<file path="config.mk">
export PLATFORM = sky130hd
export DESIGN_NAME = onewire_rom_search_engine_core
export DESIGN_NICKNAME = d
export VERILOG_FILES = /design/src/rtl/core/owrse_pkg.sv /design/src/rtl/core/owrse_step.sv /design/src/rtl/core/onewire_rom_search_engine_core.sv
export SDC_FILE = /design/constraint.sdc
export NUM_CORES = 1
export LEC_CHECK = 0
export ABC_AREA = 1
export BUFFER_PORTS_ARGS = -buffer_cell sky130_fd_sc_hd__buf_2
export CAP_MARGIN = 20
export CORE_ASPECT_RATIO = 1.1
export CORE_MARGIN = 3
export CORE_UTILIZATION = 45
export DETAILED_ROUTE_END_ITERATION = 10
export PLACE_DENSITY = 0.66
export REMOVE_ABC_BUFFERS = 1
export SETUP_SLACK_MARGIN = 0.4
export SLEW_MARGIN = 10
export SYNTH_ARGS = -nofsm -noshare
export SYNTH_HDL_FRONTEND = slang
export SYNTH_SLANG_ARGS = --single-unit
</file>
<file path="constraint.sdc">
create_clock -name clk -period 4.5 [get_ports clk]
set_input_delay 0.225 -clock clk [delete_from_list [all_inputs] [get_ports clk]]
set_output_delay 0.225 -clock clk [all_outputs]
set_load 0.02 [all_outputs]
</file>
<file path="src/rtl/core/owrse_pkg.sv">
// Shared types and constants of the one-wire search ROM decision engine.
package owrse_pkg;

  localparam int unsigned ROM_BITS = 64;
  localparam int unsigned POS_W    = 7;
  localparam logic [7:0]  CRC_POLY = 8'h8C;
  localparam logic [7:0]  DEV_LIMIT_RESET = 8'd8;

  typedef enum logic [1:0] {
    OP_NEW_SEARCH = 2'd0,
    OP_START_PASS = 2'd1,
    OP_BIT_PAIR   = 2'd2
  } opcode_t;

  typedef enum logic [2:0] {
    ST_ACK     = 3'd0,
    ST_BIT     = 3'd1,
    ST_ABORT   = 3'd2,
    ST_VALID   = 3'd3,
    ST_CRCERR  = 3'd4,
    ST_IGNORED = 3'd5
  } status_t;

  typedef struct packed {
    logic [POS_W-1:0]    last_disc;
    logic [POS_W-1:0]    zero_pos;
    logic [POS_W-1:0]    bit_pos;
    logic [ROM_BITS-1:0] rom;
    logic [7:0]          crc;
    logic [7:0]          tally;
    logic                pass_active;
    logic                finished;
  } srch_state_t;

  typedef struct packed {
    logic                direction;
    logic                write_back;
    status_t             status;
    logic [ROM_BITS-1:0] rom_code;
    logic [7:0]          found_count;
    logic                search_finished;
  } srch_result_t;

endpackage

</file>
<file path="src/rtl/core/owrse_step.sv">
// Combinational decision logic for one search word: next state and result.
module owrse_step import owrse_pkg::*; (
  input  srch_state_t  state_i,
  input  logic [1:0]   opcode_i,
  input  logic         id_bit_i,
  input  logic         complement_bit_i,
  input  logic [7:0]   dev_limit_i,
  output srch_state_t  state_o,
  output srch_result_t result_o
);

  logic [POS_W-1:0] pos_m1;
  logic [5:0]       idx;
  logic             dir;
  logic             mix;
  logic [7:0]       crc_n;
  logic [POS_W-1:0] lz_n;
  logic [7:0]       tally_n;
  status_t          status;
  logic             wb;

  assign pos_m1 = state_i.bit_pos - POS_W'(1);
  assign idx    = pos_m1[5:0];

  always_comb begin
    if (id_bit_i != complement_bit_i) begin
      dir = id_bit_i;
    end else if (state_i.bit_pos == state_i.last_disc) begin
      dir = 1'b1;
    end else if (state_i.bit_pos > state_i.last_disc) begin
      dir = 1'b0;
    end else begin
      dir = state_i.rom[idx];
    end
  end

  assign mix   = state_i.crc[0] ^ dir;
  assign crc_n = {1'b0, state_i.crc[7:1]} ^ (mix ? CRC_POLY : 8'h00);
  assign lz_n  = (id_bit_i == complement_bit_i && !dir) ? state_i.bit_pos : state_i.zero_pos;

  always_comb begin
    state_o = state_i;
    status  = ST_IGNORED;
    wb      = 1'b0;
    tally_n = state_i.tally;
    unique case (opcode_t'(opcode_i))
      OP_NEW_SEARCH: begin
        state_o.last_disc   = '0;
        state_o.rom         = '0;
        state_o.tally       = '0;
        state_o.finished    = 1'b0;
        state_o.pass_active = 1'b0;
        state_o.bit_pos     = POS_W'(1);
        status              = ST_ACK;
      end
      OP_START_PASS: begin
        if (!state_i.finished) begin
          state_o.bit_pos     = POS_W'(1);
          state_o.zero_pos    = '0;
          state_o.crc         = '0;
          state_o.pass_active = 1'b1;
          status              = ST_ACK;
        end
      end
      OP_BIT_PAIR: begin
        if (state_i.pass_active) begin
          if (id_bit_i && complement_bit_i) begin
            state_o.last_disc   = state_i.zero_pos;
            state_o.pass_active = 1'b0;
            state_o.finished    = (state_i.zero_pos == '0) ||
                                  (state_i.tally >= dev_limit_i);
            status              = ST_ABORT;
          end else begin
            state_o.rom[idx]  = dir;
            state_o.crc       = crc_n;
            state_o.zero_pos  = lz_n;
            wb                = 1'b1;
            status            = ST_BIT;
            if (state_i.bit_pos >= POS_W'(ROM_BITS)) begin
              if (crc_n == 8'h00) begin
                if (state_i.tally < dev_limit_i) begin
                  tally_n = state_i.tally + 8'd1;
                end
                status = ST_VALID;
              end else begin
                status = ST_CRCERR;
              end
              state_o.tally       = tally_n;
              state_o.bit_pos     = POS_W'(ROM_BITS + 1);
              state_o.last_disc   = lz_n;
              state_o.pass_active = 1'b0;
              state_o.finished    = (lz_n == '0) || (tally_n >= dev_limit_i);
            end else begin
              state_o.bit_pos = state_i.bit_pos + POS_W'(1);
            end
          end
        end
      end
      default: begin
        status = ST_IGNORED;
      end
    endcase
  end

  always_comb begin
    result_o.direction       = (status == ST_BIT || status == ST_VALID ||
                                status == ST_CRCERR) ? dir : 1'b0;
    result_o.write_back      = wb;
    result_o.status          = status;
    result_o.rom_code        = state_o.rom;
    result_o.found_count     = state_o.tally;
    result_o.search_finished = state_o.finished;
  end

endmodule

</file>
<file path="src/rtl/core/onewire_rom_search_engine_core.sv">
// Top level of the one-wire search ROM decision engine.
// Throughput: one word per cycle while the output is not stalled by out_tready; each
// accepted word sits in an input register, the decision is combinational logic, and
// the answer waits in a result register.
// Reset (rst_n low, synchronous) clears the search state, empties both
// registers and sets the device limit to 8.
module onewire_rom_search_engine_core import owrse_pkg::*; (
  input  logic        clk,
  input  logic        rst_n,
  input  logic        cfg_valid,
  output logic        cfg_ready,
  input  logic [7:0]  cfg_data,       // device limit
  input  logic        in_tvalid,
  output logic        in_tready,
  input  logic [7:0]  in_tdata,       // [0] id_bit, [1] complement_bit, [7:2] zero
  input  logic [1:0]  in_tuser,       // [1:0] opcode
  output logic        out_tvalid,
  input  logic        out_tready,
  output logic [79:0] out_tdata,      // [0] direction, [1] write_back, [65:2] rom_code,
                                      // [73:66] found_count, [74] search_finished, [79:75] zero
  output logic [2:0]  out_tuser       // [2:0] status
);

  logic         in_valid_r;
  logic [1:0]   op_r;
  logic         id_bit_r;
  logic         cmp_bit_r;
  logic         out_valid_r;
  srch_result_t res_r;
  srch_result_t res_nxt;
  srch_state_t  state_r;
  srch_state_t  state_nxt;
  logic [7:0]   dev_limit_r;
  logic         advance;

  assign advance   = in_valid_r && (!out_valid_r || out_tready);
  assign in_tready = !in_valid_r || advance;
  assign cfg_ready = 1'b1;

  owrse_step u_step (
    .state_i          (state_r),
    .opcode_i         (op_r),
    .id_bit_i         (id_bit_r),
    .complement_bit_i (cmp_bit_r),
    .dev_limit_i      (dev_limit_r),
    .state_o          (state_nxt),
    .result_o         (res_nxt)
  );

  always_ff @(posedge clk) begin
    if (!rst_n) begin
      in_valid_r            <= 1'b0;
      out_valid_r           <= 1'b0;
      dev_limit_r           <= DEV_LIMIT_RESET;
      state_r.last_disc     <= '0;
      state_r.zero_pos      <= '0;
      state_r.bit_pos       <= POS_W'(1);
      state_r.rom           <= '0;
      state_r.crc           <= '0;
      state_r.tally         <= '0;
      state_r.pass_active   <= 1'b0;
      state_r.finished      <= 1'b0;
    end else begin
      if (cfg_valid) begin
        dev_limit_r <= cfg_data;
      end
      if (in_tready) begin
        in_valid_r <= in_tvalid;
      end
      if (advance) begin
        state_r     <= state_nxt;
        out_valid_r <= 1'b1;
      end else if (out_tready) begin
        out_valid_r <= 1'b0;
      end
    end
  end

  always_ff @(posedge clk) begin
    if (in_tready && in_tvalid) begin
      op_r      <= in_tuser;
      id_bit_r  <= in_tdata[0];
      cmp_bit_r <= in_tdata[1];
    end
    if (advance) begin
      res_r <= res_nxt;
    end
  end

  assign out_tvalid = out_valid_r;
  assign out_tdata  = {5'd0, res_r.search_finished, res_r.found_count, res_r.rom_code,
                       res_r.write_back, res_r.direction};
  assign out_tuser  = res_r.status;

endmodule

</file>
==> reports/metrics.cfg <==
[floorplan]
die_area_um2 = 25900
initial_core_util = 0.466
coreArea_um2 = 23200
io_pins = 109
num_rows = 58
die-height_um = 169
die_x_um = 154

[routing]
dr.pass1.iters = 5
wire_per_inst_um = 15.8
via_per_inst = 5.44
dr_total_vias = 10400
wirelength_mm = 30.3
drc = 0
postRouteAntennaNets = 0
drt_first_iter_violations = 981

[logic_synthesis]
synth-async-reset-ratio = 0
seq_area_frac_synth = 0.437
synth-edff-count = 82
synth_seq_cells = 195
syn-cell-area_um2 = 10800
synth.avg_cell_area_um2 = 7.36
syn_inst = 1470
synthFlopType = dfxtp_1
ys_types = 41
ys_warn_count = 0

[clock_tree]
clk_path_buf_depth = 2
cts.sinks = 195
clock_latency_ns = 0.45
cts_tree = yes
cts.htree.levels = 4
cts.root.buffer_cell = clkbuf_16
cts_buffers = 17
path_clk_slew_ns = 0.08

[place]
dp_hpwl_mm = 19.7
io_buffers = 96
place.gp.congestion = 0.897
pre_cts_slack_ns = -0.0318
dpl_cell_area_um2 = 11800

[worst_hold_path]
hp-start = cfg_data[2]
whs_path_depth = 3
worst_hold_path_type = primary input to register
hold_end = dev_limit_r[2]

[sta]
fin_crit_ns = 4.37
fmax_mhz = 229
fin_skew_ns = 0.0153
worst_pin_slew_ns = 1.03
period_share = 0.971
rsz0062_at_grt = true
max_slew_margin = 0.314
setup_slack_ns = 0.130
drv_slew = 0
fin_setup_tns_ns = 0
hold_viol = 0
finalSetupViolations = 0

[finish]
area.sequential_um2 = 4730
multiInputGateArea_um2 = 5160
final_common_cell = o21ai_0
fin_area_um2 = 13000
drive_gt1_frac = 0.182
final.fill_count = 2198
layout_common_cells = o21ai_0, inv_1, nand2_1
antenna_cells = 0
area_delta_synth_final_pct = 20.2
fin_nets = 1660
post-route-util = 0.560

[pwr]
intPower_mw = 3.11
leakagePower_nw = 5.76
swShare = 0.306
powerDensity_nw_per_um2 = 345
vdd_drop_max_uv = 277
p_seq_frac = 0.443
p_total_mw = 4.48
combinationalPowerShare = 0.208
power_switching_mw = 1.37
p_clk_frac = 0.349

[global_routing]
grt_pass1_vias = 9669
grt_max_degree = 75
grt_pass1_wl_mm = 49.2
antenna_found_initial = 0
gr-total-overflow = 0
grt_usage = 0.231

[setup_path]
path_max_fanout = 5
r2r-end = state_r[2]
rr_startpoint = state_r[82]
cp-start-kind = register
critPathKind = register to register
cp_slowest_stage_delay_ns = 0.37
critPathCaptureType = register
cp_slowest_cell = dfxtp_4
rr_worst_depth = 40
reg2reg_slack_ns = 0.13
cp.required_ns = 4.89
crit_top_cell = buf_4
arrival_ns = 4.76

[flow_run]
maxCapViolCount = 0

[status]
status = complete, no violations

kinds of logic after synthesis:
kind of cell | synth area share
XOR/XNOR | 0.00810
flip-flops | 0.437
AND/OR/NAND/NOR | 0.219
AO/OA/AOI/OAI | 0.185
adder cells (fa/ha/maj) | 0.0359
other | 0.000694
buffers and inverters | 0.115
registers in the layout, indices dropped and copies added (netlist names):
| register | cells |
|---|---|
| state_r | 103 |
| out_tdata | 75 |
| dev_limit_r | 8 |
| out_tuser | 3 |
| op_r | 2 |
| cmp_bit_r | 1 |
| id_bit_r | 1 |
| in_valid_r | 1 |
| out_tvalid | 1 |
cells in the mapped netlist, types with 2 or more instances:
cell type / instances / area (um^2)
a211oi_1: 3 / 22.5
a21oi_1: 131 / 656
buf_1: 8 / 30.0
buf_2: 16 / 80.1
buf_4: 7 / 52.6
clkbuf_1: 39 / 146
conb_1: 2 / 7.51
dfxtp_1: 113 / 2260
edfxtp_1: 82 / 2460
ha_1: 31 / 388
inv_1: 237 / 890
inv_2: 8 / 30.0
nand2_1: 227 / 852
nand2_2: 11 / 68.8
nand2_4: 3 / 33.8
nand3_1: 176 / 881
nand3_2: 4 / 40.0
nand4_1: 8 / 50.1
nor2_1: 78 / 293
nor2_2: 3 / 18.8
nor3_1: 7 / 35.0
nor3b_1: 4 / 30.0
nor4_1: 3 / 18.8
o211ai_1: 2 / 15.0
o21a_1: 7 / 52.6
o21ai_0: 240 / 1200
o21ai_1: 3 / 15.0
xor2_1: 4 / 35.0
routing by layer:
layer	vias up	global-route usage	wire, um
met2	424	0.397	14700
li1	5148	-	-
met1	4825	0.300	12900
met5	-	0	0
met3	43	0.0404	2140
met4	0	0.0699	571
through the flow:
step	hold WS, ns	cells
final	0.0569	1919
after detailed placement	0.405	1851
after global placement	0.401	1851
after global routing	0.0552	1919
after floorplan	0.324	1403
after CTS	0.0504	1910
layout make-up:
class                      instances  share of cell area
tap                              300              0.0289
clock buffer                      17              0.0327
inverter                         246              0.0721
timing repair buffer             184              0.0929
sequential                       195               0.364
multi-input combinational        962               0.396
clock inverter                    15              0.0131
critical path, delay by kind of cell (launching register included):
kind,cells,cell delay [ns]
buf+inv,17,1.86
simple gates,22,1.91
fa+ha+maj,1,0.16
flops,1,0.37
power groups by stage:
stage | logic [mW] | registers (mW) | clock network [mW]
after floorplan | 0.467 | 2.07 | 0
after detailed placement | 0.786 | 2.02 | 0
after CTS | 0.878 | 1.99 | 1.59
after global placement | 0.770 | 2.02 | 0
final | 0.934 | 1.99 | 1.56
after global routing | 1.03 | 2.00 | 1.67
what timing repair did:
| item | CTS | global route |
|---|---|---|
| hold endpoints to repair | 6 | 0 |
| gates resized for setup | 60 | 27 |
| gates cloned | 0 | 0 |
| pin swaps | 16 | 21 |
| hold buffers | 7 | 0 |
| endpoints found under the setup margin | 2 | 4 |
| setup buffers | 20 | 9 |
worst max-delay path by stage:
stage                 from           to  slack [ns]  cells past startpoint
2_1_floorplan   out_tvalid  state_r[13]       -1.73                      9
3_3_place_gp   state_r[83]   state_r[0]        0.02                     31
3_5_place_dp   state_r[83]   state_r[0]       -0.03                     32
4_1_cts        state_r[82]   state_r[2]        0.26                     42
5_1_grt        state_r[82]   state_r[0]       -0.08                     35
6_report       state_r[82]   state_r[2]        0.13                     40
(Power assumes the default switching activity.)
